`src/rtl/core/ssab_pkg.sv`:
```
// ----------------------------------------------------------------------------
// ssab_pkg : shared types and constants of the scaled sprite blit unit
// Register map, item formats passed from front to back, and fixed sizes.
// ----------------------------------------------------------------------------
package ssab_pkg;

   // Size limits of the dimension registers
   localparam int ICON_MAX_DIM = 64;
   localparam int DEST_MAX_DIM = 4096;

   // Icon pixel store
   localparam int STORE_DEPTH = 4096;
   localparam int STORE_AW    = 12;

   // Scaling divider: numerator offset*icon_dim, quotient below ICON_MAX_DIM
   localparam int NUM_W  = 19;
   localparam int REM_W  = NUM_W + 1;
   localparam int QUOT_W = (ICON_MAX_DIM > 1) ? $clog2(ICON_MAX_DIM) : 1;

   // Blend constants
   localparam logic [7:0]  ALPHA_CLEAR  = 8'h00;
   localparam logic [7:0]  ALPHA_OPAQUE = 8'hff;
   localparam logic [31:0] OPAQUE_MASK  = 32'hff000000;

   // Command codes
   localparam logic CMD_LOAD = 1'b0;
   localparam logic CMD_DRAW = 1'b1;

   // Register indexes
   typedef enum logic [2:0] {
      CSR_ICON_WIDTH   = 3'd0,
      CSR_ICON_HEIGHT  = 3'd1,
      CSR_DEST_WIDTH   = 3'd2,
      CSR_DEST_HEIGHT  = 3'd3,
      CSR_ORIGIN_X     = 3'd4,
      CSR_ORIGIN_Y     = 3'd5,
      CSR_FRAME_WIDTH  = 3'd6,
      CSR_FRAME_HEIGHT = 3'd7
   } ssab_csr_type;

   // Configuration register set
   typedef struct packed {
      logic [6:0]         icon_width;
      logic [6:0]         icon_height;
      logic [12:0]        dest_width;
      logic [12:0]        dest_height;
      logic signed [12:0] origin_x;
      logic signed [12:0] origin_y;
      logic [12:0]        frame_width;
      logic [12:0]        frame_height;
   } ssab_cfg_type;

   localparam ssab_cfg_type CFG_RESET = '{
      icon_width:   7'd1,
      icon_height:  7'd1,
      dest_width:   13'd1,
      dest_height:  13'd1,
      origin_x:     13'sd0,
      origin_y:     13'sd0,
      frame_width:  13'd1,
      frame_height: 13'd1
   };

   // Classified item from the front end
   typedef struct packed {
      logic              is_write;
      logic              is_load;
      logic [11:0]       slot;
      logic [31:0]       argb;
      logic [NUM_W-1:0]  num_x;
      logic [NUM_W-1:0]  num_y;
      logic [12:0]       px;
      logic [12:0]       py;
   } ssab_item_type;

   // Item inside the divider stages
   typedef struct packed {
      logic              is_write;
      logic              is_load;
      logic [11:0]       slot;
      logic [31:0]       argb;
      logic [NUM_W-1:0]  rem_x;
      logic [NUM_W-1:0]  rem_y;
      logic [QUOT_W-1:0] quot_x;
      logic [QUOT_W-1:0] quot_y;
      logic [12:0]       px;
      logic [12:0]       py;
   } ssab_div_type;

endpackage

```
`src/rtl/core/ssab_queue.sv`:
```
// ----------------------------------------------------------------------------
// ssab_queue : short item queue between front and back
// Register FIFO; lets each side stall without holding up the other.
// ----------------------------------------------------------------------------
module ssab_queue #(
   parameter int DEPTH = 4
) (
   input  logic                    clock,
   input  logic                    reset,
   input  logic                    push_valid,
   output logic                    push_ready,
   input  ssab_pkg::ssab_item_type push_item,
   output logic                    pop_valid,
   input  logic                    pop_ready,
   output ssab_pkg::ssab_item_type pop_item
);

   localparam int PW = (DEPTH > 1) ? $clog2(DEPTH) : 1;
   localparam int CW = $clog2(DEPTH + 1);
   localparam logic [PW-1:0] LAST = PW'(DEPTH - 1);
   localparam logic [CW-1:0] FULL = CW'(DEPTH);

   ssab_pkg::ssab_item_type slot_ff [DEPTH];
   logic [PW-1:0] wr_ptr_ff, wr_ptr_in;
   logic [PW-1:0] rd_ptr_ff, rd_ptr_in;
   logic [CW-1:0] count_ff, count_in;
   logic          push, pop;

   assign push_ready = (count_ff != FULL);
   assign pop_valid  = (count_ff != '0);
   assign push       = push_valid && push_ready;
   assign pop        = pop_valid && pop_ready;
   assign pop_item   = slot_ff[rd_ptr_ff];

   // pointer and fill count
   always_comb begin
      wr_ptr_in = wr_ptr_ff;
      rd_ptr_in = rd_ptr_ff;
      count_in  = count_ff;
      if (push) begin
         wr_ptr_in = (wr_ptr_ff == LAST) ? '0 : wr_ptr_ff + 1'b1;
      end
      if (pop) begin
         rd_ptr_in = (rd_ptr_ff == LAST) ? '0 : rd_ptr_ff + 1'b1;
      end
      if (push && !pop) begin
         count_in = count_ff + 1'b1;
      end else if (pop && !push) begin
         count_in = count_ff - 1'b1;
      end
   end

   always_ff @(posedge clock) begin
      if (reset) begin
         wr_ptr_ff <= '0;
         rd_ptr_ff <= '0;
         count_ff  <= '0;
      end else begin
         wr_ptr_ff <= wr_ptr_in;
         rd_ptr_ff <= rd_ptr_in;
         count_ff  <= count_in;
      end
   end

   always_ff @(posedge clock) begin
      if (push) begin
         slot_ff[wr_ptr_ff] <= push_item;
      end
   end

endmodule

```
`config.mk`:
```
export PLATFORM = sky130hd
export DESIGN_NAME = ssab_queue
export DESIGN_NICKNAME = d
export VERILOG_FILES = /design/src/rtl/core/ssab_pkg.sv /design/src/rtl/core/ssab_queue.sv
export SDC_FILE = /design/constraint.sdc
export NUM_CORES = 1
export LEC_CHECK = 0
export BUFFER_PORTS_ARGS = -buffer_cell sky130_fd_sc_hd__clkbuf_2
export CAP_MARGIN = 10
export CELL_PAD_IN_SITES_DETAIL_PLACEMENT = 1
export CELL_PAD_IN_SITES_GLOBAL_PLACEMENT = 1
export CORE_MARGIN = 1.5
export CORE_UTILIZATION = 50
export CTS_CLUSTER_DIAMETER = 150
export DETAILED_ROUTE_END_ITERATION = 6
export PLACE_DENSITY_LB_ADDON = 0.1
export SLEW_MARGIN = 20
export SYNTH_ARGS = -nofsm -noshare
export SYNTH_HDL_FRONTEND = slang
export SYNTH_SLANG_ARGS = --single-unit
```
`constraint.sdc`:
```
create_clock -name clock -period 5.02 [get_ports clock]
set_input_delay 0.753 -clock clock [delete_from_list [all_inputs] [get_ports clock]]
set_output_delay 0.753 -clock clock [all_outputs]
set_load 0.05 [all_outputs]
```
## Word level (Yosys, flattened, before mapping)

Memory sizes are Yosys's and may differ from the RTL's. A register that Yosys moved wholly into a read port is not among the register bits.
Cells that the tools add are included.

- Flip-flop bits (word level): 7
- RAM bits: 440
- Bits of input ports: 114
- Output and inout bits: 112
- Logic and storage cells: 27
- Memories: 1

- $add $sub $neg: 4
- Equality and inequality tests: 3
- Mux-type cells: 8
- Reduce and logical (&&, ||, !) cells: 8

Memory list:

| name | depth | bits a word | rd ports | clocked after memory_dff | wr ports | RTL line | text |
|---|---|---|---|---|---|---|---|
| slot_ff | 4 | 110 | 1 | 1 | 1 | ssab_queue.sv:23 | `ssab_pkg::ssab_item_type slot_ff [DEPTH];` |

Operators by type and width:

| operator | number |
|---|---|
| two-way mux 2 bit | 4 |
| two-way mux 3 bit | 2 |
| adder 2 x 1 -> 2 bit (second input constant) | 2 |
| equality test 2 bit (second input constant) | 2 |
| logical AND 1 bit | 4 |
| adder 3 x 1 -> 3 bit (second input constant) | 1 |
| != test 3 bit (second input constant) | 1 |
| nonzero test 3 bit | 1 |
| subtractor 3 x 1 -> 3 bit (second input constant) | 1 |
| zero test 1 bit | 2 |
| two-way mux 1 bit | 2 |
| nonzero test 2 bit | 1 |

## Longest topological paths before layout

- Word-level depth: 6
- Depth in mapped cells: 9

## Least setup slack after synthesis

Ideal clock, no wire load.

- Path type: register to register
- Start point: register count_ff[0]
- End point: memory slot_ff[0][0] (netlist name), enable pin
- Arrival: 2.302 ns
- Setup slack: 2.298 ns
- Cell stages (with the launch flop): 4
- Cells stage by stage: dfxtp_1 or3b_1 clkbuf_2 and3_2

- Cells in the longest elaborated chain, start to end: 4

Ends and longest elaborated chain:

| item | RTL line | text |
|---|---|---|
| start, declared | ssab_queue.sv:26 | `logic [CW-1:0] count_ff, count_in;` |
| start signal, assigned | ssab_queue.sv:61 | `count_ff <= count_in;` |
| != test 3 bit | ssab_queue.sv:29 | `assign push_ready = (count_ff != FULL);` |
| named net push_ready | ssab_queue.sv:11 | `output logic push_ready,` |
| logical AND 1 bit | ssab_queue.sv:31 | `assign push = push_valid && push_ready;` |
| two-way mux 1 bit | ssab_queue.sv:66 | `if (push) begin` |
| two-way mux 1 bit (not written as such) | ssab_queue.sv:67 | `slot_ff[wr_ptr_ff] <= push_item;` |
| end, declared | ssab_queue.sv:23 |  |

The timed path passes the listed nets, and every way through them passes these cells.

==> flow_summary.json <==
{
  "outcome": "complete, no violations",
  "fp.dieArea_sq_mm": 0.0337,
  "slew_headroom_pct": 39.2,
  "cts.repair.resized": 0,
  "cts_max_level": 2,
  "clkTransAtPathRegs_ns": 0.06,
  "synth_commonest_cells": "edfxtp_1, mux4_2, buf_2, buf_4, dfxtp_1",
  "synth_ff_type": "edfxtp_1",
  "synthMuxAreaShare_pct": 15.4,
  "ir_drop_mv": 0.310,
  "numCtsBuffers": 46,
  "synth_top_family_by_area": "multiplexers",
  "place_congestion": 0.743,
  "coreArea_sq_mm": 0.0318,
  "port_buffers": 225,
  "die_w_um": 184,
  "area_growth_pct": 19.4,
  "end_kind": "primary output",
  "synth_area_sq_mm": 0.0163,
  "ys_ff_latch": 449,
  "die_h_um": 184,
  "skew_ns": 0.0203,
  "postSynthCellCount": 622,
  "grt_pass1_wl_um": 49600,
  "maxCapViolCount": 0,
  "antenna_found_initial": 6,
  "period_share_pct": 69.2,
  "cts_sinks": 449,
  "start_util_pct": 51.3,
  "leakage_nw": 6.56,
  "yosysTopAreaCell": "edfxtp_1",
  "power_per_cell_area_mw_per_mm2": 556,
  "rsz0062_at_grt": "false",
  "yosysWarnings": 0,
  "rows": 65,
  "ys_top_cells_by_area": "edfxtp_1, mux4_2, dfxtp_1",
  "via_count": 7377,
  "whs_ns": 0.420,
  "hold_violations": 0,
  "synth-compound-area-share_pct": 0.215,
  "yosysUniqueCellTypes": 26,
  "synth_enable_flop_cells": 440,
  "synthXorXnorAreaFrac_pct": 0.107,
  "finalCriticalPeriod_ns": 3.48,
  "drive_above_1_share_pct": 45.7,
  "grt_pass1_vias": 8429,
  "worst_slew_pin_slew_ns": 0.912,
  "worstSetupPathType": "reg -> out",
  "wl_per_cell_um": 24.0,
  "syn_area_per_cell_sq_um": 26.2,
  "highest_layer": "met5",
  "cts-root-buf": "clkbuf_16",
  "detail-route-antenna-nets": 0,
  "tns_ns": 0,
  "synth_most_common_cell": "edfxtp_1",
  "hpwlAfterDp_um": 20100,
  "arrival_ns": 2.72,
  "grt_util_all_layers_pct": 19.8,
  "clk_latency_ns": 0.54,
  "overflow": 0,
  "required_ns": 4.27,
  "drt_iter0_markers": 379,
  "cts_tree": "done",
  "synthSimpleGateAreaFrac_pct": 0.652,
  "synth_seq_area_share_pct": 82.1,
  "final_nets": 1000,
  "slew_violations": 0,
  "hold_path.class": "in -> reg",
  "cts_setup_buffers": 0,
  "r2r_cells": 7,
  "cts.path.max_buffers": 3,
  "met2_length_um": 16300,
  "drt_pass1_iterations": 4,
  "drc": 0,
  "crit_fanout": 58,
  "yosys.area.top_type_share_pct": 81.0,
  "drt-met1-wl_um": 13000,
  "synth_fp_nets": 743,
  "critPathLaunchType": "flop",
  "holdBufCountCts": 0,
  "max_freq_mhz": 288,
  "ios": 226,
  "hold_depth": 1,
  "setup_viol_count_final": 0,
  "routed_wl_um": 32300,
  "fill_cells": 2608,
  "async_reset_ff_share_pct": 0,
  "met3WireLength_um": 2350,
  "grt_max_degree": 93,
  "viasPerCell": 5.47,
  "synth_fa_ha_area_share_pct": 0.583
}
==> per-stage QoR <==
step	instance area, sq um	utilization (%)	std cells	worst slack, ns	power [mW]
6_report	19500	61.2	1348	1.54	10.8
5_1_grt	19500	61.2	1347	1.31	11.2
4_1_cts	19500	61.2	1347	1.44	11.0
3_5_place_dp	18000	56.7	1266	2.03	7.75
3_3_place_gp	18000	56.5	1264	2.05	7.67
2_1_floorplan	16300	-	622	2.30	7.00
==> cell type report <==
type	count	area, sq um	share of cell area, %
Tap cell	435	544	2.79
Multi-Input combinational cell	144	2780	14.3
Clock buffer	59	1280	6.59
Timing Repair Buffer	235	1300	6.69
Antenna cell	1	2.50	0.0128
Inverter	3	11.3	0.0578
Sequential cell	449	13400	68.8
Clock inverter	22	153	0.784
==> registers in the layout (all words and copies together), names as in the netlist, named ones only <==
name	flops
rd_ptr_ff	2
count_ff	3
slot_ff	440
wr_ptr_ff	2
==> cells by family (layout without fill, tap and decap cells) <==
family,count (synthesis),after routing
DFF,449,449
muxes,113,113
buffers and inverters,29,319
and+or+nand+nor,17,17
adders and majority gates,7,7
AOI/OAI and AO/OA,5,5
xor gates and xnor gates,2,2
other,0,1
==> critical path: stages, from the launching register on <==
cell	delay [ns]
dfxtp_4	0.93
buf_4	0.52
mux4_2	0.38
clkbuf_2	0.27
==> layer usage <==
metal	vias to the layer above	global-route usage, %
met4	8	5.84
met3	56	6.02
li1	3203	-
met2	226	33.6
met1	3884	24.8
met5	-	0
==> final timing paths <==
| check | startpoint | to | slack (ns) |
|---|---|---|---|
| min | push_item[61] | slot_ff[1][61] | 0.42 |
| max reg2reg | count_ff[0] | count_ff[2] | 2.58 |
| min reg2reg | wr_ptr_ff[1] | wr_ptr_ff[1] | 0.52 |
| max | flop | pop_item[93] | 1.54 |
==> report_power, final <==
part,switching (mW),internal (mW)
Combinational,2.05,0.852
Clock,1.32,1.90
Sequential,0.163,4.54
==> cells in the final DEF (no fill, tap or decap), drive strengths merged, types with 3 or more instances in the layout <==
cell    instances
clkbuf        284
or3             3
and3            4
mux2i           3
ha              6
mux4          110
buf            10
inv             4
edfxtp        440
clkinv         19
nor2            3
dfxtp           9
Power figures use the tool's default switching activity.
