**config.mk**
```make
export PLATFORM = sky130hd
export DESIGN_NAME = ssab_front
export DESIGN_NICKNAME = d
export VERILOG_FILES = /design/src/rtl/core/ssab_pkg.sv /design/src/rtl/core/ssab_front.sv
export SDC_FILE = /design/constraint.sdc
export NUM_CORES = 1
export LEC_CHECK = 0
export ABC_AREA = 1
export BUFFER_PORTS_ARGS = -buffer_cell sky130_fd_sc_hd__buf_4
export CAP_MARGIN = 40
export CELL_PAD_IN_SITES_DETAIL_PLACEMENT = 0
export CELL_PAD_IN_SITES_GLOBAL_PLACEMENT = 2
export CORE_MARGIN = 1.5
export CORE_UTILIZATION = 24
export DETAILED_ROUTE_END_ITERATION = 12
export PLACE_DENSITY = 0.74
export RECOVER_POWER = 100
export SLEW_MARGIN = 20
export SYNTH_ARGS = -nofsm -noshare
export SYNTH_HDL_FRONTEND = slang
export SYNTH_SLANG_ARGS = --single-unit
```
**constraint.sdc**
```tcl
create_clock -name clock -period 11.1 [get_ports clock]
set_clock_uncertainty 0.2 [all_clocks]
set_input_delay 2.775 -clock clock [delete_from_list [all_inputs] [get_ports clock]]
set_output_delay 2.775 -clock clock [all_outputs]
set_load 0.02 [all_outputs]
```
**src/rtl/core/ssab_pkg.sv**
```systemverilog
// ----------------------------------------------------------------------------
// ssab_pkg : shared types and constants of the scaled sprite blit unit
// Register map, item formats passed from front to back, and fixed sizes.
// ----------------------------------------------------------------------------
package ssab_pkg;

   // Size limits of the dimension registers
   localparam int ICON_MAX_DIM = 64;
   localparam int DEST_MAX_DIM = 4096;

   // Icon pixel store
   localparam int STORE_DEPTH = 4096;
   localparam int STORE_AW    = 12;

   // Scaling divider: numerator offset*icon_dim, quotient below ICON_MAX_DIM
   localparam int NUM_W  = 19;
   localparam int REM_W  = NUM_W + 1;
   localparam int QUOT_W = (ICON_MAX_DIM > 1) ? $clog2(ICON_MAX_DIM) : 1;

   // Blend constants
   localparam logic [7:0]  ALPHA_CLEAR  = 8'h00;
   localparam logic [7:0]  ALPHA_OPAQUE = 8'hff;
   localparam logic [31:0] OPAQUE_MASK  = 32'hff000000;

   // Command codes
   localparam logic CMD_LOAD = 1'b0;
   localparam logic CMD_DRAW = 1'b1;

   // Register indexes
   typedef enum logic [2:0] {
      CSR_ICON_WIDTH   = 3'd0,
      CSR_ICON_HEIGHT  = 3'd1,
      CSR_DEST_WIDTH   = 3'd2,
      CSR_DEST_HEIGHT  = 3'd3,
      CSR_ORIGIN_X     = 3'd4,
      CSR_ORIGIN_Y     = 3'd5,
      CSR_FRAME_WIDTH  = 3'd6,
      CSR_FRAME_HEIGHT = 3'd7
   } ssab_csr_type;

   // Configuration register set
   typedef struct packed {
      logic [6:0]         icon_width;
      logic [6:0]         icon_height;
      logic [12:0]        dest_width;
      logic [12:0]        dest_height;
      logic signed [12:0] origin_x;
      logic signed [12:0] origin_y;
      logic [12:0]        frame_width;
      logic [12:0]        frame_height;
   } ssab_cfg_type;

   localparam ssab_cfg_type CFG_RESET = '{
      icon_width:   7'd1,
      icon_height:  7'd1,
      dest_width:   13'd1,
      dest_height:  13'd1,
      origin_x:     13'sd0,
      origin_y:     13'sd0,
      frame_width:  13'd1,
      frame_height: 13'd1
   };

   // Classified item from the front end
   typedef struct packed {
      logic              is_write;
      logic              is_load;
      logic [11:0]       slot;
      logic [31:0]       argb;
      logic [NUM_W-1:0]  num_x;
      logic [NUM_W-1:0]  num_y;
      logic [12:0]       px;
      logic [12:0]       py;
   } ssab_item_type;

   // Item inside the divider stages
   typedef struct packed {
      logic              is_write;
      logic              is_load;
      logic [11:0]       slot;
      logic [31:0]       argb;
      logic [NUM_W-1:0]  rem_x;
      logic [NUM_W-1:0]  rem_y;
      logic [QUOT_W-1:0] quot_x;
      logic [QUOT_W-1:0] quot_y;
      logic [12:0]       px;
      logic [12:0]       py;
   } ssab_div_type;

endpackage

```
**src/rtl/core/ssab_front.sv**
```systemverilog
// ----------------------------------------------------------------------------
// ssab_front : input stage of the blit unit
// Takes request transfers, checks rectangle and clip, forms the scaling
// numerators and the framebuffer point, and hands the item to the queue.
// ----------------------------------------------------------------------------
module ssab_front (
   input  logic                   clock,
   input  logic                   reset,
   input  ssab_pkg::ssab_cfg_type cfg,
   input  logic                   req_valid,
   output logic                   req_ready,
   input  logic                   req_cmd,
   input  logic [11:0]            req_icon_slot,
   input  logic [31:0]            req_icon_argb,
   input  logic [11:0]            req_offset_x,
   input  logic [11:0]            req_offset_y,
   input  logic [31:0]            req_dest_argb,
   output logic                   out_valid,
   input  logic                   out_ready,
   output ssab_pkg::ssab_item_type out_item
);

   localparam logic [7:0]  ICON_LIMIT = 8'(ssab_pkg::ICON_MAX_DIM);
   localparam logic [13:0] DEST_LIMIT = 14'(ssab_pkg::DEST_MAX_DIM);

   logic                   f_valid_ff, f_valid_in;
   ssab_pkg::ssab_item_type f_item_ff, f_item_in;

   logic               dims_ok, in_rect, x_ok, y_ok, req_fire;
   logic signed [13:0] px_full, py_full;

   assign req_ready = !f_valid_ff || out_ready;
   assign req_fire  = req_valid && req_ready;

   // dimension registers within range
   assign dims_ok = (cfg.icon_width  != 7'd0) && ({1'b0, cfg.icon_width}  <= ICON_LIMIT) &&
                    (cfg.icon_height != 7'd0) && ({1'b0, cfg.icon_height} <= ICON_LIMIT) &&
                    (cfg.dest_width  != 13'd0) && ({1'b0, cfg.dest_width}  <= DEST_LIMIT) &&
                    (cfg.dest_height != 13'd0) && ({1'b0, cfg.dest_height} <= DEST_LIMIT);

   assign in_rect = ({1'b0, req_offset_x} < cfg.dest_width) &&
                    ({1'b0, req_offset_y} < cfg.dest_height);

   // framebuffer point and clip
   assign px_full = 14'(cfg.origin_x) + $signed({2'b00, req_offset_x});
   assign py_full = 14'(cfg.origin_y) + $signed({2'b00, req_offset_y});
   assign x_ok    = !px_full[13] && (px_full[12:0] < cfg.frame_width);
   assign y_ok    = !py_full[13] && (py_full[12:0] < cfg.frame_height);

   // classify and build the item
   always_comb begin
      f_item_in.is_write = (req_cmd == ssab_pkg::CMD_DRAW) && dims_ok && in_rect && x_ok && y_ok;
      f_item_in.is_load  = (req_cmd == ssab_pkg::CMD_LOAD);
      f_item_in.slot     = req_icon_slot;
      f_item_in.argb     = (req_cmd == ssab_pkg::CMD_LOAD) ? req_icon_argb : req_dest_argb;
      f_item_in.num_x    = ssab_pkg::NUM_W'(req_offset_x) * ssab_pkg::NUM_W'(cfg.icon_width);
      f_item_in.num_y    = ssab_pkg::NUM_W'(req_offset_y) * ssab_pkg::NUM_W'(cfg.icon_height);
      f_item_in.px       = px_full[12:0];
      f_item_in.py       = py_full[12:0];
   end

   always_comb begin
      f_valid_in = f_valid_ff;
      if (req_fire) begin
         f_valid_in = 1'b1;
      end else if (out_ready) begin
         f_valid_in = 1'b0;
      end
   end

   always_ff @(posedge clock) begin
      if (reset) begin
         f_valid_ff <= 1'b0;
      end else begin
         f_valid_ff <= f_valid_in;
      end
   end

   always_ff @(posedge clock) begin
      if (req_fire) begin
         f_item_ff <= f_item_in;
      end
   end

   assign out_valid = f_valid_ff;
   assign out_item  = f_item_ff;

endmodule

```
# [After elaboration in Yosys (flattened, before gate mapping)]
# Index checks and enable logic that the tools add are counted.
# Widths: inputs -> output; s select.
[totals] reg_bits=111 inputBits=197 out_inout_bits=112 wordCells=49
[op_classes] add_sub_neg=2 mul=2 order_cmp=8 mux=3 bitwise=1 reduce_logical=24
[op_table] operator="$mul 12x7->19" n=2
[op_table] operator="$mux 32" n=1
[op_table] operator="$add 13x13->14" n=2
[op_table] operator="$le 13x13->1 const B" n=2
[op_table] operator="$lt 12x13->1" n=2
[op_table] operator="$lt 13x13->1" n=2
[op_table] operator="$reduce_bool 13->1" n=2
[op_table] operator="$logic_and 1x1->1" n=15
[op_table] operator="$le 7x7->1 const B" n=2
[op_table] operator="$reduce_bool 7->1" n=2
[op_table] operator="$logic_not 1->1" n=3
[op_table] operator="$mux 1" n=2
[op_table] operator="$reduce_bool 2->1" n=1
[op_table] operator="$logic_or 1x1->1" n=1
[op_table] operator="$not 1->1" n=1

# [Longest topological paths before layout]
[logic_depth] depth_word=12 ltp_mapped=22

# [Worst setup path before layout]
# OpenSTA, ideal clock, no wires.
[synth_timing] path_type="input to register" from="input req_valid" to="register f_item_ff (netlist bit out_item[0]), enable pin" setup_time_ps=615 t_arrival_ps=8120 required_ps=10285 setup_slack_ps=2164 cell_stages=2 n_path_buf=0 path_cell_list="inv_1 > a21oi_1"
[synth_between] elab_chain_len=1
[synth_rtl] item="start, declared" line_no="ssab_front.sv:10" source="input logic req_valid,"
[synth_rtl] item="$logic_and 1x1->1" line_no="ssab_front.sv:33" source="assign req_fire = req_valid && req_ready;"
[synth_rtl] item="end signal, assigned" line_no="ssab_front.sv:81" source="f_item_ff <= f_item_in;"
[synth_rtl] item="end, declared" line_no="ssab_front.sv:27" source="ssab_pkg::ssab_item_type f_item_ff, f_item_in;"
# No other way between the ends.
# A chain may end at the register's enable or synchronous reset.

==> results.cfg <==
[status]
outcome = finished, violations left
violations = capacitance limit, slew limit

[finish]
drive_above_1_share = 0.122
regArea_um2 = 3320
utilization = 0.303
area_growth_syn_to_layout_pct = 24.2
multi_input_area_um2 = 6950
postLayoutCellArea_um2 = 14500
fill_cells = 5290
fin_nets = 2142

[detailed_routing]
drt_wl_total_um = 36500
viasPerCell = 4.24
postRouteAntennaNets = 0
route.detailed.drc = 0
drtPass1Iterations = 5
routedWlPerCell_um = 15.7
via_count = 9854
first_iter_violations = 355

[synthesis]
yosys_warnings = 0
synth_edf_count = 110
synth-seq-cells = 111
synth_ff_type = edfxtp_1
ys_seq_area_frac = 0.285
synth_common_cells = nand2_1 (402), inv_1 (338), ha_1 (144)
synth.avg_cell_area_um2 = 8.32
syn_nets = 1844
synth_top_area_frac = 0.283
synthCells = 1403
syn_area_um2 = 11700
yosysMostFrequentCell = nand2_1
yosysTopAreaCell = edfxtp_1
synthArstFlopShare = 0
synth_area_leaders = edfxtp_1 (28%), fa_1 (17%), ha_1 (15%), nand2_1 (13%), inv_1 (11%)
ys_types = 36

[timing]
finalHoldViolCount = 0
rsz0062_at_grt = no
setup_viol = 0
clock.fmax_mhz = 138
post-route-period-util = 0.651
drv_slew = 148
setup_tns_ns = 0
min_period_ns = 7.23
setup_slack_ns = 3.87
maxSlewHeadroom = -1.07
worstMarginPinSlew_ns = 3.11

[worst_setup_path]
critical_path_arrival_ns = 7.16
path_max_fanout = 10
crit_slowest_cell = fa_1
rr_startpoint = out_valid
r2r_slack_ns = 7.24
cp-start-kind = input port
slowest_delay_ns = 0.55
reg2reg_depth = 3
path_class = in -> reg
cp_cell_sequence = clkbuf_1 -> nand2_1 -> fa_1 -> fa_1 -> inv_1 -> fa_1 -> inv_1 -> fa_1 -> inv_1 -> ha_1 -> nand2_1 -> o21ai_0 -> nand3_2 -> nand2_1 -> nand2_1 -> o21ai_0 -> xor2_1
worstPathRequired_ns = 11.03
timing.rr.end = out_item[44]
cp-end-kind = flip-flop

[worst_hold_path]
hold_class = reg -> reg
hold_depth = 2
hold_path_startpoint = out_valid
whs_endpoint = out_valid

[clock_tree]
cts_tree = done
cts.sinks = 111
cts.repair.resized = 0
cts_buffer_depth = 2
htreeDepth = 3
clk_latency_ns = 0.40
ctsHoldBuffers = 0
cts-root-buf = clkbuf_16
cts_buffers = 9
clkTransAtPathRegs_ns = 0.09
cts_setup_buffers = 0

[grt]
overflow = 0
grt_pass1_vias = 10478
grt_start_max_net_pins = 58
antenna_found_initial = 1
grt_pass1_wl_um = 57800
grtUsageTotal = 0.152

[die]
rows = 80
initial_core_util = 0.244
die-area_um2 = 50000
die_y_um = 224
chipWidth_um = 224
core_area_um2 = 47800
pin_count = 309

[power]
leakage_nw = 7.90
vdd_drop_max_v = 0.0000861
p_total_mw = 2.17
power_density_nw_per_um2 = 150

[place]
place.port_buffers = 308
dp_hpwl_um = 29800
place_ws_ns = 3.98
place_area_um2 = 14700
place.gp.congestion = 0.846

[flow_run]
cap_violations = 4
metal layers:
metal	global-route usage	share of wire
met4	0.0399	0.013
met2	0.268	0.49
met3	0.0317	0.048
met1	0.187	0.45
met5	0	0
flip-flops by register name (all words and copies together) (netlist names):
signal and cells:
out_valid 1, out_item 110
how the worst max path moves through the flow:
stage,start,end,slack [ns],cells after the start
finish,req_offset_y[1],out_item[40],3.87,17
global placement,req_offset_y[5],out_item[44],3.96,20
CTS,req_offset_y[5],out_item[44],4.42,20
detailed placement,req_offset_y[5],out_item[44],3.98,20
global route,req_offset_y[1],out_item[40],3.52,17
floorplan,req_valid,out_item[0],2.16,2
placed cells by master (no fill, tap or decap), types with 9 or more instances in the layout:
cell / netlist / routed
edfxtp_1: 110 / 110
nor2_1: 57 / 57
o21ai_0: 13 / 19
nand3_1: 33 / 34
nand2_1: 402 / 404
fa_1: 100 / 100
nand4_1: 18 / 18
nor3_1: 12 / 12
inv_1: 338 / 339
xor2_1: 40 / 40
buf_4: 1 / 176
ha_1: 144 / 144
xnor2_1: 11 / 11
clkbuf_4: 0 / 13
a21oi_1: 60 / 61
clkbuf_16: 0 / 9
clkbuf_1: 23 / 122
area by class of cell:
class                   instances  share of cell area
diodes                          1            0.000173
repair buffers                311               0.129
inverters                     339              0.0877
clock buffers                   9              0.0155
multi-input cells             929               0.479
clock inverters                 7             0.00612
well taps                     615              0.0531
flip-flops and latches        111               0.229
stage by stage:
step           hold WS [ns]  cells
2_1_floorplan         0.505   1403
3_3_place_gp          0.352   2304
3_5_place_dp          0.367   2304
4_1_cts               0.385   2320
5_1_grt               0.375   2322
6_report              0.346   2322
logic make-up (layout without fill, tap and decap cells):
| group | count (synthesis) | in the layout | share of synthesized area |
|---|---|---|---|
| AND/OR/NAND/NOR | 529 | 529 | 0.181 |
| buffers and inverters | 363 | 666 | 0.117 |
| adder cells (fa/ha/maj) | 244 | 244 | 0.326 |
| flip-flops | 111 | 111 | 0.285 |
| AO/OA/AOI/OAI | 105 | 105 | 0.0529 |
| XOR/XNOR | 51 | 51 | 0.0383 |
| other | 0 | 1 | 0 |
worst max-delay path, delay by kind of cell:
family	cells	cell delay, ns
simple gates	5	0.54
compound gates	2	0.64
fa+ha+maj	5	2.45
xor+xnor	1	0.09
buf+inv	4	0.65
power by group:
part | total (mW) | switching (mW) | internal [mW]
Sequential | 0.626 | 0.0283 | 0.598
Combinational | 1.18 | 0.748 | 0.434
Clock | 0.363 | 0.198 | 0.164
No activity file was read; power rests on OpenSTA's default activity.
